==> src/design/sha256_pkg.sv <==
// Package with SHA-256 constants, types and round functions.
`timescale 1ns / 1ps
`default_nettype none
package sha256_pkg;

    localparam int BlockBytes = 64;
    localparam int BlockWords = 16;
    localparam int Rounds     = 64;
    localparam int QueueDepth = 4;

    // One beat of the front-to-back queue: a full block or a final block.
    typedef struct packed {
        logic [511:0] block;
        logic         last;
    } sha_job_t;

    function automatic logic [31:0] round_k(input logic [5:0] idx);
        logic [31:0] k;
        begin
            case (idx)
                6'd0: k = 32'h428a2f98; 6'd1: k = 32'h71374491;
                6'd2: k = 32'hb5c0fbcf; 6'd3: k = 32'he9b5dba5;
                6'd4: k = 32'h3956c25b; 6'd5: k = 32'h59f111f1;
                6'd6: k = 32'h923f82a4; 6'd7: k = 32'hab1c5ed5;
                6'd8: k = 32'hd807aa98; 6'd9: k = 32'h12835b01;
                6'd10: k = 32'h243185be; 6'd11: k = 32'h550c7dc3;
                6'd12: k = 32'h72be5d74; 6'd13: k = 32'h80deb1fe;
                6'd14: k = 32'h9bdc06a7; 6'd15: k = 32'hc19bf174;
                6'd16: k = 32'he49b69c1; 6'd17: k = 32'hefbe4786;
                6'd18: k = 32'h0fc19dc6; 6'd19: k = 32'h240ca1cc;
                6'd20: k = 32'h2de92c6f; 6'd21: k = 32'h4a7484aa;
                6'd22: k = 32'h5cb0a9dc; 6'd23: k = 32'h76f988da;
                6'd24: k = 32'h983e5152; 6'd25: k = 32'ha831c66d;
                6'd26: k = 32'hb00327c8; 6'd27: k = 32'hbf597fc7;
                6'd28: k = 32'hc6e00bf3; 6'd29: k = 32'hd5a79147;
                6'd30: k = 32'h06ca6351; 6'd31: k = 32'h14292967;
                6'd32: k = 32'h27b70a85; 6'd33: k = 32'h2e1b2138;
                6'd34: k = 32'h4d2c6dfc; 6'd35: k = 32'h53380d13;
                6'd36: k = 32'h650a7354; 6'd37: k = 32'h766a0abb;
                6'd38: k = 32'h81c2c92e; 6'd39: k = 32'h92722c85;
                6'd40: k = 32'ha2bfe8a1; 6'd41: k = 32'ha81a664b;
                6'd42: k = 32'hc24b8b70; 6'd43: k = 32'hc76c51a3;
                6'd44: k = 32'hd192e819; 6'd45: k = 32'hd6990624;
                6'd46: k = 32'hf40e3585; 6'd47: k = 32'h106aa070;
                6'd48: k = 32'h19a4c116; 6'd49: k = 32'h1e376c08;
                6'd50: k = 32'h2748774c; 6'd51: k = 32'h34b0bcb5;
                6'd52: k = 32'h391c0cb3; 6'd53: k = 32'h4ed8aa4a;
                6'd54: k = 32'h5b9cca4f; 6'd55: k = 32'h682e6ff3;
                6'd56: k = 32'h748f82ee; 6'd57: k = 32'h78a5636f;
                6'd58: k = 32'h84c87814; 6'd59: k = 32'h8cc70208;
                6'd60: k = 32'h90befffa; 6'd61: k = 32'ha4506ceb;
                6'd62: k = 32'hbef9a3f7; 6'd63: k = 32'hc67178f2;
                default: k = 32'h0;
            endcase
            return k;
        end
    endfunction

    localparam logic [255:0] InitHash = {
        32'h6a09e667, 32'hbb67ae85, 32'h3c6ef372, 32'ha54ff53a,
        32'h510e527f, 32'h9b05688c, 32'h1f83d9ab, 32'h5be0cd19};

    function automatic logic [31:0] ror32(input logic [31:0] x, input int n);
        begin
            return (x >> n) | (x << (32 - n));
        end
    endfunction

endpackage
`default_nettype wire

==> src/design/sha256_if.sv <==
// Valid/ready channel interfaces for byte input and digest output.
`timescale 1ns / 1ps
`default_nettype none
interface sha256_in_if;
    logic       valid;
    logic       ready;
    logic [7:0] data_byte;
    logic       has_byte;
    logic       end_of_message;
    modport source (output valid, data_byte, has_byte, end_of_message, input ready);
    modport sink (input valid, data_byte, has_byte, end_of_message, output ready);
endinterface

`default_nettype wire

==> src/design/sha256_front.sv <==
// Front end: packs bytes into blocks and builds the padded final blocks.
`timescale 1ns / 1ps
`default_nettype none
module sha256_front (
    input  wire logic              clk,
    input  wire logic              rst_n,
    sha256_in_if.sink              in_ch,
    output sha256_pkg::sha_job_t   job,
    output logic                   job_valid,
    input  wire logic              job_ready
);
    import sha256_pkg::*;

    typedef enum logic [2:0] {
        ST_TAKE  = 3'b001,
        ST_PAD   = 3'b010,
        ST_LEN   = 3'b100
    } front_state_t;

    front_state_t state_reg, state_next;
    logic [511:0] buf_reg, buf_next;
    logic [5:0]   fill_reg, fill_next;
    logic [63:0]  bits_reg, bits_next;

    logic [5:0]   wr_pos;
    logic [511:0] with_byte;
    logic [511:0] padded;
    logic [5:0]   fill_after;

    // Byte insertion at the current fill point (big-endian order).
    always_comb
    begin
        wr_pos = fill_reg;
        with_byte = buf_reg;
        with_byte[511 - 8 * wr_pos -: 8] = in_ch.data_byte;
        fill_after = fill_reg + 6'(in_ch.has_byte);
    end

    // Padding of a partial block: 0x80 at the fill point, zeros after.
    function automatic logic [511:0] pad_block(input logic [511:0] b, input logic [5:0] f);
        logic [511:0] r;
        begin
            r = b;
            for (int i = 0; i < BlockBytes; i++)
            begin
                if (6'(i) == f)
                    r[511 - 8 * i -: 8] = 8'h80;
                else if (6'(i) > f)
                    r[511 - 8 * i -: 8] = 8'h00;
            end
            return r;
        end
    endfunction

    always_comb
    begin
        state_next = state_reg;
        buf_next   = buf_reg;
        fill_next  = fill_reg;
        bits_next  = bits_reg;
        in_ch.ready = 1'b0;
        job_valid  = 1'b0;
        job.block  = buf_reg;
        job.last   = 1'b0;
        padded     = pad_block(buf_reg, fill_reg);
        case (state_reg)
            ST_TAKE:
            begin
                // A byte that completes a block needs a queue slot.
                in_ch.ready = !(in_ch.has_byte && fill_reg == 6'd63) || job_ready;
                job.block = with_byte;
                if (in_ch.valid && in_ch.ready)
                begin
                    if (in_ch.has_byte)
                    begin
                        buf_next  = with_byte;
                        fill_next = fill_after;
                        bits_next = bits_reg + 64'd8;
                        if (fill_reg == 6'd63)
                            job_valid = 1'b1;
                    end
                    if (in_ch.end_of_message)
                        state_next = ST_PAD;
                end
            end
            ST_PAD:
            begin
                if (fill_reg >= 6'd56)
                begin
                    job.block = padded;
                    job_valid = 1'b1;
                    if (job_ready)
                    begin
                        buf_next = '0;
                        state_next = ST_LEN;
                    end
                end
                else
                begin
                    buf_next = padded;
                    state_next = ST_LEN;
                end
            end
            ST_LEN:
            begin
                job.block = {buf_reg[511:64], bits_reg};
                job.last  = 1'b1;
                job_valid = 1'b1;
                if (job_ready)
                begin
                    fill_next  = '0;
                    bits_next  = '0;
                    state_next = ST_TAKE;
                end
            end
            default: state_next = ST_TAKE;
        endcase
    end

    always_ff @(posedge clk or negedge rst_n)
    begin
        if (!rst_n)
        begin
            state_reg <= ST_TAKE;
            fill_reg  <= '0;
            bits_reg  <= '0;
        end
        else
        begin
            state_reg <= state_next;
            fill_reg  <= fill_next;
            bits_reg  <= bits_next;
        end
    end

    always_ff @(posedge clk)
    begin
        buf_reg <= buf_next;
    end
endmodule
`default_nettype wire

==> src/flat_wrapper.sv <==
// flat-port wrapper written by rule: the top's interface ports become plain ports
module sha256_front_flat import sha256_pkg::*;
  (clk, rst_n, job, job_valid, job_ready, in_ch_valid, in_ch_data_byte, in_ch_has_byte, in_ch_end_of_message, in_ch_ready);
  sha256_in_if in_ch_i ();
  input  wire logic clk;
  input  wire logic rst_n;
  output sha256_pkg::sha_job_t job;
  output logic job_valid;
  input  wire logic job_ready;
  input wire logic [$bits(in_ch_i.valid)-1:0] in_ch_valid;
  input wire logic [$bits(in_ch_i.data_byte)-1:0] in_ch_data_byte;
  input wire logic [$bits(in_ch_i.has_byte)-1:0] in_ch_has_byte;
  input wire logic [$bits(in_ch_i.end_of_message)-1:0] in_ch_end_of_message;
  output wire logic [$bits(in_ch_i.ready)-1:0] in_ch_ready;
  assign in_ch_i.valid = in_ch_valid;
  assign in_ch_i.data_byte = in_ch_data_byte;
  assign in_ch_i.has_byte = in_ch_has_byte;
  assign in_ch_i.end_of_message = in_ch_end_of_message;
  assign in_ch_ready = in_ch_i.ready;
  sha256_front u_core (.clk(clk), .rst_n(rst_n), .in_ch(in_ch_i), .job(job), .job_valid(job_valid), .job_ready(job_ready));
endmodule
==> config.mk <==
export PLATFORM = sky130hd
export DESIGN_NAME = sha256_front_flat
export DESIGN_NICKNAME = d
export VERILOG_FILES = /design/src/design/sha256_pkg.sv /design/src/design/sha256_if.sv /design/src/design/sha256_front.sv /design/src/flat_wrapper.sv
export SDC_FILE = /design/constraint.sdc
export NUM_CORES = 2
export LEC_CHECK = 0
export BUFFER_PORTS_ARGS = -buffer_cell sky130_fd_sc_hd__buf_4
export CELL_PAD_IN_SITES_DETAIL_PLACEMENT = 1
export CELL_PAD_IN_SITES_GLOBAL_PLACEMENT = 2
export CORE_MARGIN = 2
export CORE_UTILIZATION = 40
export DETAILED_ROUTE_END_ITERATION = 6
export PLACE_DENSITY = 0.92
export RECOVER_POWER = 50
export SLEW_MARGIN = 20
export SYNTH_ARGS = -nofsm -noshare
export SYNTH_HDL_FRONTEND = slang
export SYNTH_SLANG_ARGS = --single-unit
==> constraint.sdc <==
create_clock -name clk -period 51.3 [get_ports clk]
set_input_delay 7.695 -clock clk [delete_from_list [all_inputs] [get_ports clk]]
set_output_delay 7.695 -clock clk [all_outputs]
set_load 0.02 [all_outputs]
Word level (Yosys, flattened, before mapping)
Index checks and enable logic that the tools add are counted.

operators by class
  mux-type cells = 157
  reduce and logical (&&, ||, !) cells = 10
  $lt $le $gt $ge = 65
  shifts and indexed selects = 2
  equality and inequality tests = 72
  add/sub/neg operators = 4

operators by type and width
  cell                        number
  $mux W512                   5
  $pmux W512 S3               1
  $mux W8                     128
  $pmux W512 S2               1
  $shift A8 B34 Y519 const A  1
  $shiftx A8 B34 Y519         1
  $bwmux W512                 1
  $eq A6 B6 Y1 const A        32
  $gt A6 B6 Y1 const A        32
  $mux W64                    3
  $pmux W64 S2                1
  $eq A5 B6 Y1 const A        16
  $gt A5 B6 Y1 const A        16
  $add A64 B4 Y64 const B     1
  $eq A4 B6 Y1 const A        8
  $gt A4 B6 Y1 const A        8
  $neg A32 Y34                1
  $eq A3 B6 Y1 const A        4
  $gt A3 B6 Y1 const A        4
  $mux W6                     3
  $mux W3                     5
  $eq A2 B6 Y1 const A        2
  $gt A1 B6 Y1 const A        2
  $gt A2 B6 Y1 const A        2
  other kinds (21)            32

word-level totals
  flip-flop bits (word level) = 585

Depth between registers and ports, before layout
  word-level depth = 7
  gate-level depth with buffers = 9
  mapped depth without buffers = 6

Worst setup path before layout
Ideal clock, no wire load.

  path kind = input port to flip-flop
  start point = input job_ready
  end point = register u_core.buf_reg[0] (enable)
  slack = 16.441 ns
  required time = 49.736 ns
  path buffers = 1
  stages = 5
  arrival time = 33.295 ns
  cell sequence = clkbuf_1 -> and3b_1 -> a31oi_1 -> nand2_1 -> a21oi_1

on the way
  longest elaborated chain between the ends = 4
  elaborated cells between the ends (all ways) = 5
  classes of those cells = 2 x eq/ne; 3 x reduce/logical

RTL lines
  item                                  line                 text
  from (decl)                           flat_wrapper.sv:9    input wire logic job_ready;
  $logic_or A1 B1 Y1                    sha256_front.sv:70   in_ch.ready = !(in_ch.has_byte && fill_reg == 6'd63) || job_ready;
  $logic_and A1 B1 Y1                   sha256_front.sv:72   if (in_ch.valid && in_ch.ready)
  $ne A2 B1 Y1 (no source line)         n/a
  $reduce_and A4 Y1 (no source line) *  n/a
  to (signal assigned)                  sha256_front.sv:138  buf_reg <= buf_next;
  to (decl)                             sha256_front.sv:21   logic [511:0] buf_reg, buf_next;

Every way passes the cells marked *; elsewhere a longest branch is shown, timed or not.
A chain may end at the register's enable or synchronous reset.

==> key figures <==
Yosys
  – Seq/Total Area, Yosys: between 50% and 60%
  – Synth Warn #: 0
  – Synthesized area per cell: between 10 and 15 um2
  – Primary FF master, synth: edfxtp_1
  – Synth async-reset ratio: between 10% and 20%
  – Post-synth EDFFs: between 500 and 600
  – Post-Syn Nets: between 3000 and 4000
  – Cells after Synth: between 3000 and 4000
  – Synth cell types: a little under 90
  – Seq cells post-synth: between 500 and 600
  – Mapped Area: around 0.034 mm2

STA
  – Setup TNS: 0 ns
  – Final setup violation count: 0
  – RSZ-0062 raised after global routing: no
  – Slew Limit Fails: 910
  – WHS: approximately 0.56 ns
  – Final Hold Fails: 0
  – Clock period minus worst slack: 20.68 ns
  – Clk_skew: between 0.01 and 0.015 ns
  – Worst Tran Pin Value: 9.27 ns
  – Rel. slew slack: -518%
  – F_max: 48.4 MHz
  – Tcrit/Tclk final: between 40 and 50%

Setup path
  – Setup CP Type: input port to output pin
  – CP max FO: 41
  – Worst EP required: between 40 and 50 ns
  – Most Frequent Cell on Critical Path: clkbuf_1
  – Critical-path top delay cell: clkbuf_1
  – CP cell instances: clkbuf_1 -> clkinv_1 -> clkbuf_1 -> o21ai_0 -> buf_4
  – Arrival time at the worst endpoint: 12.98 ns
  – Critical path endpoint category: output pin
  – CP max stage delay: ~2 ns
  – Crit-path leading delay family: buffers and inverters
  – Crit path buf inv count: 4
  – Startpoint Class: input port

Layout
  – Layout cells sized above 1: between 20 and 25%
  – Fillers: just over 9000
  – Largest register FFs: around 510
  – Area grow syn2layout: 20.6%
  – Nets@finish: around 3800

Run status
  – Status: finished, violations left
  – Failing checks: DRC, capacitance limit, slew limit

Clock network
  – CTS Hold Bufs: 0
  – Setup Buffers After CTS: 0
  – Clk_lat worst skew: around 0.63 ns
  – Clock Path Buffers: 3
  – CTS root buffer: clkbuf_16
  – Clk pin slew, worst setup/hold paths: approximately 0.060 ns
  – Post_cts resized: 0
  – Number of clock sinks: roughly 580
  – CTS buffer count: between 60 and 70
  – CTS tree: done
  – Htree depth: 3

Floorplan
  – Rows: 106
  – Die width: approximately 300 um
  – Die Area: roughly 0.087 mm2
  – Io pins: ~530
  – Initial Util: 40.5%
  – Core region area: about 0.084 mm2
  – Chip Height: approximately 300 um

GRT
  – GRT Residual Overflow: 0
  – First-pass GRT wire length: around 220 mm
  – GRT Total Usage: 33.7%
  – Initial antenna violation count: 2
  – Vias in the first global route: 31300
  – Pin count of the biggest net entering global routing: approximately 160

Route
  – DR vias: between 30000 and 40000
  – Starting DRT DRC Count: 4035
  – Drt drc: 6
  – Vias/cell: between 6 and 7
  – Final WL: between 150 and 200 mm
  – Wire per inst: 30.8 um
  – Antenna-violating nets left: 0
  – Pre-antenna DRT Iters: 7

Placed design
  – Port Buffer Count: approximately 530
  – Detail Placement HPWL: ~110 mm
  – Gpl congestion: 0.908

Pwr
  – Peak supply drop: about 0.000028 V
  – PwrDens: between 40 and 50 mW/mm2
  – LEAKAGE: approximately 16 nW

Flow run
  – Max-cap violations: 19

Min path
  – HP Class: flip-flop to flip-flop
-- cells in the mapped netlist (all sizes together), types with 19 or more instances --
master    n  area [um2]
edfxtp  512       15400
nand2   479        1800
a22o    352        3080
nor2    341        1290
o21ai   265        1330
mux2    221        2490
a21oi   209        1050
clkbuf  183         687
buf      76         363
nand3    74         370
dfrtp    69        1730
nor3     59         325
nand4    37         283
o31ai    37         278
inv      35         131
o22ai    29         181
or3      29         181
a211oi   26         195
nor2b    20         125
a221o    19         190
and2     19         119
or4      19         143
-- worst reg2reg max path, delay by kind of cell (launching register included) --
family                 cells  cell delay [ns]
buffers and inverters      3             8.88
AOI/OAI and AO/OA          2             0.82
and+or+nand+nor            2             0.83
DFF                        1             0.69
-- power breakdown --
part / total [mW] / switching [mW] / internal [mW]
Sequential: 0.647 / 0.0422 / 0.605
Combinational: 0.663 / 0.460 / 0.203
Clock: 0.507 / 0.213 / 0.293
-- cell families (layout without fill, tap and decap cells) --
kind of cell | Yosys count | in the layout | share of synthesized area, %
compound gates | 1080 | 1080 | 22.2
xor+xnor | 21 | 21 | 0.542
fa+ha+maj | 3 | 3 | 0.111
buf+inv | 295 | 758 | 3.49
flops | 582 | 582 | 50.5
mux | 230 | 230 | 7.60
other cells | 0 | 1 | 0
simple gates | 1153 | 1153 | 15.5
-- area by class of cell --
cell class	count	area, um2	share of cell area, %
timing repair buffer	596	4390	10.7
inverter	36	135	0.330
clock inverter	29	314	0.767
clock buffer	97	1930	4.71
multi-input combinational	2487	15600	38.1
tap	1134	1420	3.47
antenna	1	2.50	0.00612
sequential	582	17100	41.9
-- stage by stage --
stage	setup WS [ns]	total power, mW	instance area, um2	utilization [%]	instances
CTS	33.53	1.80	41100	49.0	4960
global route	30.88	1.87	40900	48.8	4961
floorplan	16.44	1.06	33900	-	3364
detailed placement	33.55	1.29	38800	46.3	4834
global placement	33.51	1.28	38800	46.3	4834
finish	30.62	1.82	40900	48.8	4962
-- final timing paths --
| path | startpoint | end | slack [ns] | depth (start not counted) |
|---|---|---|---|---|
| min in group asynchronous | rst_n | u_core.bits_reg[44]$_DFFE_PN0P_ | 8.52 | 1 |
| max in group asynchronous | rst_n | u_core.fill_reg[0]$_DFFE_PN0P_ | 40.14 | 1 |
| min reg2reg | u_core.buf_reg[355]$_DFFE_PP_ | u_core.buf_reg[355]$_DFFE_PP_ | 0.56 | 1 |
| min | u_core.buf_reg[355]$_DFFE_PP_ | u_core.buf_reg[355]$_DFFE_PP_ | 0.56 | 1 |
| max reg2reg | u_core.state_reg[0]$_DFFE_PN1P_ | u_core.buf_reg[441]$_DFFE_PP_ | 39.20 | 7 |
| max | in_ch_data_byte[7] | job[104] | 30.62 | 5 |
-- cells in the final DEF (no fill, tap or decap), types with 19 or more instances in the layout --
master,instances
buf_4,568
edfxtp_1,512
nand2_1,477
a22o_1,352
nor2_1,338
o21ai_0,255
mux2_2,220
a21oi_1,208
nand3_1,74
clkbuf_16,73
dfrtp_1,67
nor3_1,53
clkbuf_1,50
o31ai_1,37
nand4_1,36
inv_1,33
or3_1,29
o22ai_1,29
a211oi_1,26
nor2b_1,20
a221o_1,19
or4_1,19
-- layer usage --
metal	track usage (%)	wire length [um]
met2	52.0	69600
met3	6.71	13800
met5	0	12
met4	16.0	8050
met1	45.4	61300
Power figures use the tool's default switching activity.
