==> src/design/sha256_pkg.sv <==
// Package with SHA-256 constants, types and round functions.
`timescale 1ns / 1ps
`default_nettype none
package sha256_pkg;

    localparam int BlockBytes = 64;
    localparam int BlockWords = 16;
    localparam int Rounds     = 64;
    localparam int QueueDepth = 4;

    // One beat of the front-to-back queue: a full block or a final block.
    typedef struct packed {
        logic [511:0] block;
        logic         last;
    } sha_job_t;

    function automatic logic [31:0] round_k(input logic [5:0] idx);
        logic [31:0] k;
        begin
            case (idx)
                6'd0: k = 32'h428a2f98; 6'd1: k = 32'h71374491;
                6'd2: k = 32'hb5c0fbcf; 6'd3: k = 32'he9b5dba5;
                6'd4: k = 32'h3956c25b; 6'd5: k = 32'h59f111f1;
                6'd6: k = 32'h923f82a4; 6'd7: k = 32'hab1c5ed5;
                6'd8: k = 32'hd807aa98; 6'd9: k = 32'h12835b01;
                6'd10: k = 32'h243185be; 6'd11: k = 32'h550c7dc3;
                6'd12: k = 32'h72be5d74; 6'd13: k = 32'h80deb1fe;
                6'd14: k = 32'h9bdc06a7; 6'd15: k = 32'hc19bf174;
                6'd16: k = 32'he49b69c1; 6'd17: k = 32'hefbe4786;
                6'd18: k = 32'h0fc19dc6; 6'd19: k = 32'h240ca1cc;
                6'd20: k = 32'h2de92c6f; 6'd21: k = 32'h4a7484aa;
                6'd22: k = 32'h5cb0a9dc; 6'd23: k = 32'h76f988da;
                6'd24: k = 32'h983e5152; 6'd25: k = 32'ha831c66d;
                6'd26: k = 32'hb00327c8; 6'd27: k = 32'hbf597fc7;
                6'd28: k = 32'hc6e00bf3; 6'd29: k = 32'hd5a79147;
                6'd30: k = 32'h06ca6351; 6'd31: k = 32'h14292967;
                6'd32: k = 32'h27b70a85; 6'd33: k = 32'h2e1b2138;
                6'd34: k = 32'h4d2c6dfc; 6'd35: k = 32'h53380d13;
                6'd36: k = 32'h650a7354; 6'd37: k = 32'h766a0abb;
                6'd38: k = 32'h81c2c92e; 6'd39: k = 32'h92722c85;
                6'd40: k = 32'ha2bfe8a1; 6'd41: k = 32'ha81a664b;
                6'd42: k = 32'hc24b8b70; 6'd43: k = 32'hc76c51a3;
                6'd44: k = 32'hd192e819; 6'd45: k = 32'hd6990624;
                6'd46: k = 32'hf40e3585; 6'd47: k = 32'h106aa070;
                6'd48: k = 32'h19a4c116; 6'd49: k = 32'h1e376c08;
                6'd50: k = 32'h2748774c; 6'd51: k = 32'h34b0bcb5;
                6'd52: k = 32'h391c0cb3; 6'd53: k = 32'h4ed8aa4a;
                6'd54: k = 32'h5b9cca4f; 6'd55: k = 32'h682e6ff3;
                6'd56: k = 32'h748f82ee; 6'd57: k = 32'h78a5636f;
                6'd58: k = 32'h84c87814; 6'd59: k = 32'h8cc70208;
                6'd60: k = 32'h90befffa; 6'd61: k = 32'ha4506ceb;
                6'd62: k = 32'hbef9a3f7; 6'd63: k = 32'hc67178f2;
                default: k = 32'h0;
            endcase
            return k;
        end
    endfunction

    localparam logic [255:0] InitHash = {
        32'h6a09e667, 32'hbb67ae85, 32'h3c6ef372, 32'ha54ff53a,
        32'h510e527f, 32'h9b05688c, 32'h1f83d9ab, 32'h5be0cd19};

    function automatic logic [31:0] ror32(input logic [31:0] x, input int n);
        begin
            return (x >> n) | (x << (32 - n));
        end
    endfunction

endpackage
`default_nettype wire

==> src/design/sha256_queue.sv <==
// Short block queue between the front end and the compression engine.
`timescale 1ns / 1ps
`default_nettype none
module sha256_queue (
    input  wire logic                 clk,
    input  wire logic                 rst_n,
    input  wire sha256_pkg::sha_job_t wr_job,
    input  wire logic                 wr_valid,
    output logic                      wr_ready,
    output sha256_pkg::sha_job_t      rd_job,
    output logic                      rd_valid,
    input  wire logic                 rd_ready
);
    import sha256_pkg::*;

    localparam int PtrW = $clog2(QueueDepth);

    sha_job_t          mem_reg [QueueDepth];
    logic [PtrW-1:0]   wptr_reg, rptr_reg;
    logic [PtrW:0]     count_reg;
    logic              push, pop;

    assign wr_ready = count_reg != (PtrW+1)'(QueueDepth);
    assign rd_valid = count_reg != '0;
    assign rd_job   = mem_reg[rptr_reg];
    assign push     = wr_valid && wr_ready;
    assign pop      = rd_valid && rd_ready;

    always_ff @(posedge clk)
    begin
        if (push)
            mem_reg[wptr_reg] <= wr_job;
    end

    always_ff @(posedge clk or negedge rst_n)
    begin
        if (!rst_n)
        begin
            wptr_reg  <= '0;
            rptr_reg  <= '0;
            count_reg <= '0;
        end
        else
        begin
            if (push)
                wptr_reg <= wptr_reg + 1'b1;
            if (pop)
                rptr_reg <= rptr_reg + 1'b1;
            count_reg <= count_reg + (PtrW+1)'(push) - (PtrW+1)'(pop);
        end
    end
endmodule
`default_nettype wire

==> config.mk <==
export PLATFORM = sky130hd
export DESIGN_NAME = sha256_queue
export DESIGN_NICKNAME = d
export VERILOG_FILES = /design/src/design/sha256_pkg.sv /design/src/design/sha256_queue.sv
export SDC_FILE = /design/constraint.sdc
export NUM_CORES = 1
export LEC_CHECK = 0
export BUFFER_PORTS_ARGS = -buffer_cell sky130_fd_sc_hd__buf_2
export CAP_MARGIN = 5
export CELL_PAD_IN_SITES_DETAIL_PLACEMENT = 0
export CELL_PAD_IN_SITES_GLOBAL_PLACEMENT = 1
export CORE_MARGIN = 8
export CORE_UTILIZATION = 46
export CTS_CLUSTER_DIAMETER = 40
export DETAILED_ROUTE_END_ITERATION = 7
export PLACE_DENSITY_LB_ADDON = 0.1
export REMOVE_ABC_BUFFERS = 1
export SLEW_MARGIN = 0
export SYNTH_ARGS = -nofsm -noshare
export SYNTH_HDL_FRONTEND = slang
export SYNTH_SLANG_ARGS = --single-unit
==> constraint.sdc <==
create_clock -name clk -period 12.4 [get_ports clk]
set_clock_uncertainty 0.15 [all_clocks]
set_input_delay 3.1 -clock clk [delete_from_list [all_inputs] [get_ports clk]]
set_output_delay 3.1 -clock clk [all_outputs]
set_load 0.05 [all_outputs]
### Word-level counts from Yosys, hierarchy flattened

Memory sizes are Yosys's and may differ from the RTL's.
Cells that the tools add are included.
W data, S select, Z words.

| word-level totals | value |
|---|---|
| flip-flop bits (word level) | 7 |
| bits in writable memories | 2052 |
| input bits | 517 |
| output and inout bits | 515 |
| logic and storage cells | 14 |
| memories | 1 |

Memories:

| name | words | bits a word | read ports | clocked after Yosys merged registers in | write ports | line | text |
|---|---|---|---|---|---|---|---|
| mem_reg | 4 | 513 | 1 | 0 | 1 | sha256_queue.sv:18 | `sha_job_t mem_reg [QueueDepth];` |

| cells by class | value |
|---|---|
| add/subtract/negate cells | 4 |
| equal/unequal tests | 1 |
| multiplexer cells | 2 |
| reduce and logical (&&, ||, !) cells | 3 |

Operator list:

| cell | count |
|---|---|
| $add A2 B1 Y2 const B | 2 |
| $add A3 B1 Y3 | 1 |
| $ne A3 B3 Y1 const B | 1 |
| $reduce_bool A3 Y1 | 1 |
| $sub A3 B1 Y3 | 1 |
| $logic_and A1 B1 Y1 | 2 |
| $mux W1 | 2 |

### Logic depth before layout (Yosys ltp)

Gate-level depths: netlist (run 1).

| logic depth | value |
|---|---|
| depth in word-level cells | 4 |
| depth in mapped cells | 9 |
| gate-level depth less buffers | 9 |

### Least setup slack after synthesis (run 1)

No wires, ideal clock.

| path | value |
|---|---|
| path type | input -> register |
| from | input port wr_valid |
| to | memory mem_reg[0][0] (netlist name), enable pin |
| library setup time | 949 ps |
| data arrival time | 14755 ps |
| required time | 11301 ps |
| setup slack | -3454 ps |
| stages on the path | 1 |
| buffers on the path | 0 |
| cells stage by stage | and3b_1 |

| between the ends | value |
|---|---|
| longest elaborated chain between the ends | 3 |

RTL lines:

| item | line | text |
|---|---|---|
| start: declaration | sha256_queue.sv:8 | `input wire logic wr_valid,` |
| $logic_and A1 B1 Y1 | sha256_queue.sv:26 | `assign push = wr_valid && wr_ready;` |
| $mux W1 | sha256_queue.sv:31 | `if (push)` |
| $mux W1 (not written as such) | sha256_queue.sv:32 | `mem_reg[wptr_reg] <= wr_job;` |
| end: declaration | sha256_queue.sv:18 |  |

Every way passes these cells.

==> qor.csv, run 1 <==
stage,metric,value,unit
status,status,"finished, final reports clean",
clocking,h-tree-depth,5,
floorplanning,die_h,418,µm
route,routedWlPerCell,28.8,µm
timing,fmax,132,MHz
floorplanning,dieArea,175000,µm²
floorplanning,die_x,418,µm
floorplanning,core-area,161000,µm²
floorplanning,ios,1032,
route,drt_iter0_markers,2928,
worst_setup_path,crit_end,rd_job[108],
clocking,postCtsSetupBuffers,0,
worst_setup_path,critPathRequiredTime,9.15,ns
clocking,cts-resized-gates,0,
yosys,yosysUniqueCellTypes,22,
route,vias_per_cell,5.41,
clocking,cts_num_sinks,2059,
power,power_leakage,31.1,nW
timing,finalSetupViolCount,0,
yosys,syn_area_per_cell,27.3,µm²
power,ir_drop,0.240,mV
power,power.density,300,nW/µm²
worst_setup_path,startpoint_type,register,
final_layout,final_cell_mix,"2052 x edfxtp_1, 1031 x buf_2, 513 x mux4_2",
route,postRouteWirelength,185,mm
final_layout,area_delta_synth_final,23.3,%
global_routing,grt_pass1_vias,35800,
timing,drv_slew,0,
worst_setup_path,cp-startpoint,rptr_reg[0],
clocking,clock_latency,0.89,ns
global_routing,grt_max_degree,149,
final_layout,drive_gt1_share,48.5,%
floorplanning,core.rowCount,147,
timing,min_period,7.58,ns
hold_path,hold_path.class,reg -> reg,
worst_setup_path,reg2regPathDepth,4,
worst_setup_path,cp_max_fo,93,
route,drcViolationCount,0,
final_layout,fillCellCount,11900,
timing,finalSetupTns,0,ns
timing,post-route-period-util,61.1,%
final_layout,nets,4495,
final_layout,largest_reg_flops,2052,
clocking,cts_buffers,294,
clocking,path_clk_slew,0.05,ns
clocking,hold_buffers,0,
yosys,netlist_instances,2720,
final_layout,layout_commonest_cell,edfxtp_1,
worst_setup_path,regToRegStartpoint,count_reg[1],
worst_setup_path,worst-setup-path-type,reg -> out,
clocking,clock_path_buffers,4,
worst_setup_path,ff2ff_setup_slack,8.48,ns
clocking,cts-root-buf,clkbuf_16,
global_routing,antenna_found_initial,157,
power,power.total,0.0275,W
timing,timing.slew.headroom,18.0,%
yosys,yosys_warnings,0,
global_routing,grt_pass1_wl,259,mm
timing,tightest_slew,1.23,ns
worst_setup_path,endpoint_kind,primary output,
timing,report.final.hold_viol_count,0,
yosys,synth_area,74300,µm²
worst_setup_path,crit_arrival,4.33,ns
yosys,ys_seq_area_share,83.2,%
route,detail_route.first_pass.iterations,5,
yosys,synth_seq_cells,2059,
placement,gp_congestion,0.782,
run,cap_violations,0,
placement,port_buffers,1031,
route,antenna_left,0,
placement,post-dp-hpwl,118,mm
global_routing,overflow,0,
floorplanning,initial_core_util,46.3,%
clocking,cts_tree,done,
timing,rsz0062_at_grt,false,
global_routing,track_usage,20.6,%
route,vias,34600,
worst_setup_path,r2r-end,mem_reg[1][125],
[layout make-up]
| class | count | area [µm²] | area share, % |
|---|---|---|---|
| Sequential cell | 2059 | 61800 | 67.5 |
| Multi-Input combinational cell | 541 | 11800 | 12.9 |
| Clock buffer | 340 | 7760 | 8.48 |
| Timing Repair Buffer | 1069 | 5650 | 6.16 |
| Tap cell | 2160 | 2700 | 2.95 |
| Clock inverter | 170 | 1670 | 1.82 |
| Antenna cell | 62 | 155 | 0.169 |
| Inverter | 6 | 22.5 | 0.0246 |
[cells in the mapped netlist (all sizes together)]
library cell | count | area (µm²)
edfxtp | 2052 | 61600
mux4 | 513 | 11600
buf | 106 | 633
clkbuf | 8 | 30.0
dfrtp | 7 | 175
ha | 6 | 75.1
inv | 6 | 22.5
and3b | 4 | 35.0
nand2b | 4 | 25.0
xnor2 | 3 | 26.3
nand4bb | 2 | 22.5
o211ai | 2 | 15.0
fa | 1 | 20.0
nand2 | 1 | 3.75
nor3b | 1 | 7.51
o311ai | 1 | 8.76
o31a | 1 | 8.76
or3 | 1 | 6.26
xor2 | 1 | 8.76
[metal layers]
metal | up-vias | wire length, µm | track usage (%)
met5 | - | 181 | 0
met4 | 30 | 8970 | 8.91
met3 | 557 | 13500 | 6.34
met2 | 1306 | 97300 | 36.3
met1 | 18200 | 64600 | 23.0
li1 | 14600 | - | -
[critical path, cell delays in order, from the launching register on]
cell and delay (ns):
dfrtp_4 1.01, buf_4 0.71, buf_12 0.59, mux4_2 0.64, buf_2 0.24
[power by group]
part / switching, W / leakage (nW) / total, W / internal, W
clock: 0.00296 / 4.55 / 0.00796 / 0.00500
sequential: 0.000318 / 18.9 / 0.00949 / 0.00917
combinational: 0.00732 / 7.70 / 0.0100 / 0.00269
[worst min path at each step]
stage	end	depth (start not counted)	startpoint
after floorplan	wptr_reg[1]	2	wptr_reg[1]
after global placement	wptr_reg[1]	2	wptr_reg[1]
after detailed placement	wptr_reg[1]	2	wptr_reg[1]
after CTS	wptr_reg[1]	2	wptr_reg[1]
after global routing	wptr_reg[1]	2	wptr_reg[1]
final	wptr_reg[1]	2	wptr_reg[1]
[stage by stage]
| stage | area (µm²) | setup slack (ns) | cells | hold WS [ns] | util [%] |
|---|---|---|---|---|---|
| after CTS | 91400 | 4.58 | 6345 | 0.460 | 56.9 |
| after floorplan | 73600 | -11.88 | 2606 | 0.393 | - |
| after global routing | 91500 | 4.40 | 6360 | 0.500 | 57.0 |
| final | 91600 | 4.82 | 6407 | 0.448 | 57.0 |
| after global placement | 82000 | 5.61 | 5835 | 0.436 | 51.1 |
| after detailed placement | 82000 | 5.61 | 5835 | 0.443 | 51.1 |
[cell families after synthesis]
kind of cell	share of synthesized area, %
muxes	15.6
AOI/OAI and AO/OA	0.0438
adders and majority gates	0.128
buffers and inverters	0.923
DFF	83.2
xor gates and xnor gates	0.0472
and+or+nand+nor	0.135
(Power assumes the default switching activity.)
==> run 2, diff against run 1 <==
Clock period 12.4 ns to 6.24 ns, I/O delays scaled along.
==> qor.csv, run 2 (same netlist as run 1, synthesis figures left out) <==
stage,metric,value,unit
timing,hold_ws,0.353,ns
timing,setup_ws,1.27,ns
floorplanning,die_x,418,µm
worst_setup_path,reg2regPathDepth,3,
status,status,"finished, final reports clean",
worst_setup_path,crit_arrival,3.26,ns
global_routing,antenna_found_initial,158,
timing,tightest_slew,0.979,ns
clocking,clock_latency,0.89,ns
timing,post-route-period-util,79.6,%
power,power.density,597,nW/µm²
floorplanning,initial_core_util,46.3,%
clocking,path_clk_slew,0.05,ns
global_routing,grt_pass1_wl,260,mm
final_layout,seq_area,61800,µm²
clocking,cts-resized-gates,0,
final_layout,finalInstanceArea,92200,µm²
timing,finalSetupViolCount,0,
route,vias_per_cell,5.41,
timing,report.final.hold_viol_count,0,
placement,placed_cell_area,82400,µm²
worst_setup_path,slowest_stage,dfrtp_4,
hold_path,hold_path.class,in -> async,
final_layout,multi_input_area,11800,µm²
placement,gp_congestion,0.783,
worst_setup_path,cp_cell_sequence,buf_4 -> mux4_2 -> buf_2,
placement,post-place-ws,2.07,ns
timing,rsz0062_at_grt,false,
final_layout,final_cell_mix,"2052 x edfxtp_1, 1031 x buf_2, 513 x mux4_2",
final_layout,drive_gt1_share,49.0,%
clocking,cts_tree,done,
timing,finalSetupTns,0,ns
clocking,h-tree-depth,5,
final_layout,largest_reg_flops,2052,
final_layout,fillCellCount,12000,
final_layout,layout_commonest_cell,edfxtp_1,
worst_setup_path,endpoint_kind,primary output,
worst_setup_path,regToRegStartpoint,count_reg[1],
worst_setup_path,critPathRequiredTime,4.53,ns
route,postRouteWirelength,185,mm
route,routedWlPerCell,28.8,µm
clocking,cts_num_sinks,2059,
power,ir_drop,0.415,mV
floorplanning,die_h,418,µm
run,cap_violations,0,
global_routing,overflow,0,
worst_setup_path,ff2ff_setup_slack,3.34,ns
global_routing,track_usage,20.7,%
clocking,hold_buffers,0,
placement,post-dp-hpwl,122,mm
route,vias,34800,
final_layout,nets,4517,
clocking,postCtsSetupBuffers,0,
floorplanning,core.rowCount,147,
final_layout,area_delta_synth_final,24.1,%
route,drcViolationCount,0,
worst_setup_path,startpoint_type,register,
worst_setup_path,cp_max_fo,28,
floorplanning,ios,1032,
timing,fmax,201,MHz
worst_setup_path,max_stage_delay,0.87,ns
timing,drv_slew,0,
clocking,clock_path_buffers,4,
route,antenna_left,0,
clocking,cts-root-buf,clkbuf_16,
clocking,cts_buffers,296,
route,detail_route.first_pass.iterations,5,
floorplanning,core-area,161000,µm²
worst_setup_path,worst-setup-path-type,reg -> out,
placement,port_buffers,1031,
global_routing,grt_pass1_vias,36100,
timing,timing.slew.headroom,34.7,%
timing,min_period,4.97,ns
floorplanning,dieArea,175000,µm²
power,power_leakage,31.4,nW
route,drt_iter0_markers,2787,
global_routing,grt_max_degree,108,
worst_setup_path,r2r-end,mem_reg[3][162],
## run 2: cell count changes in the layout (fill, tap and decap cells not counted), moves of 5 or more
cell       before  now
buf_12         16   38
diode_2        62   67
inv_8           3    8
bufinv_16      24   30
clkinv_1       34   26
inv_6          26   32
## run 2: power breakdown
part	switching [W]	internal, W	total, W
Sequential	0.000633	0.0182	0.0188
Clock	0.00596	0.0102	0.0161
Combinational	0.0146	0.00549	0.0201
Total	0.0212	0.0339	0.0551
## run 2: per-layer routing
metal,routed length [µm],vias up,track usage [%]
met5,172,-,0
met4,9590,28,10.1
met3,13300,548,6.24
met2,98200,1335,36.2
met1,64000,18200,23.0
li1,-,14700,-
## run 2: worst max-delay path by stage
stage | startpoint | endpoint | slack (ns) | cells after the start
5_1_grt | rptr_reg[0] | rd_job[465] | 1.02 | 3
6_report | rptr_reg[0] | rd_job[465] | 1.27 | 3
2_1_floorplan | rptr_reg[0] | rd_job[0] | -16.50 | 1
3_3_place_gp | rptr_reg[0] | rd_job[149] | 2.08 | 3
4_1_cts | rptr_reg[0] | rd_job[465] | 1.08 | 3
3_5_place_dp | rptr_reg[0] | rd_job[465] | 2.07 | 3
## run 2: through the flow
step,total power (W),util (%),cells
after CTS,0.0560,57.3,6367
after global placement,0.0396,51.3,5855
after global routing,0.0570,57.4,6394
after detailed placement,0.0397,51.3,5855
final,0.0551,57.4,6434
after floorplan,0.0298,-,2606
## run 2: final cells by class
| class | count | area share, % |
|---|---|---|
| diodes | 67 | 0.182 |
| clock buffers | 335 | 8.37 |
| clock inverters | 177 | 2.07 |
| inverters | 6 | 0.0244 |
| multi-input cells | 541 | 12.8 |
| flip-flops and latches | 2059 | 67.0 |
| well taps | 2160 | 2.93 |
| repair buffers | 1089 | 6.58 |
## run 2: critical path, delay by kind of cell (launching register included)
family | cells | cell delay [ns]
flops | 1 | 0.87
mux | 1 | 0.58
buf+inv | 2 | 0.86
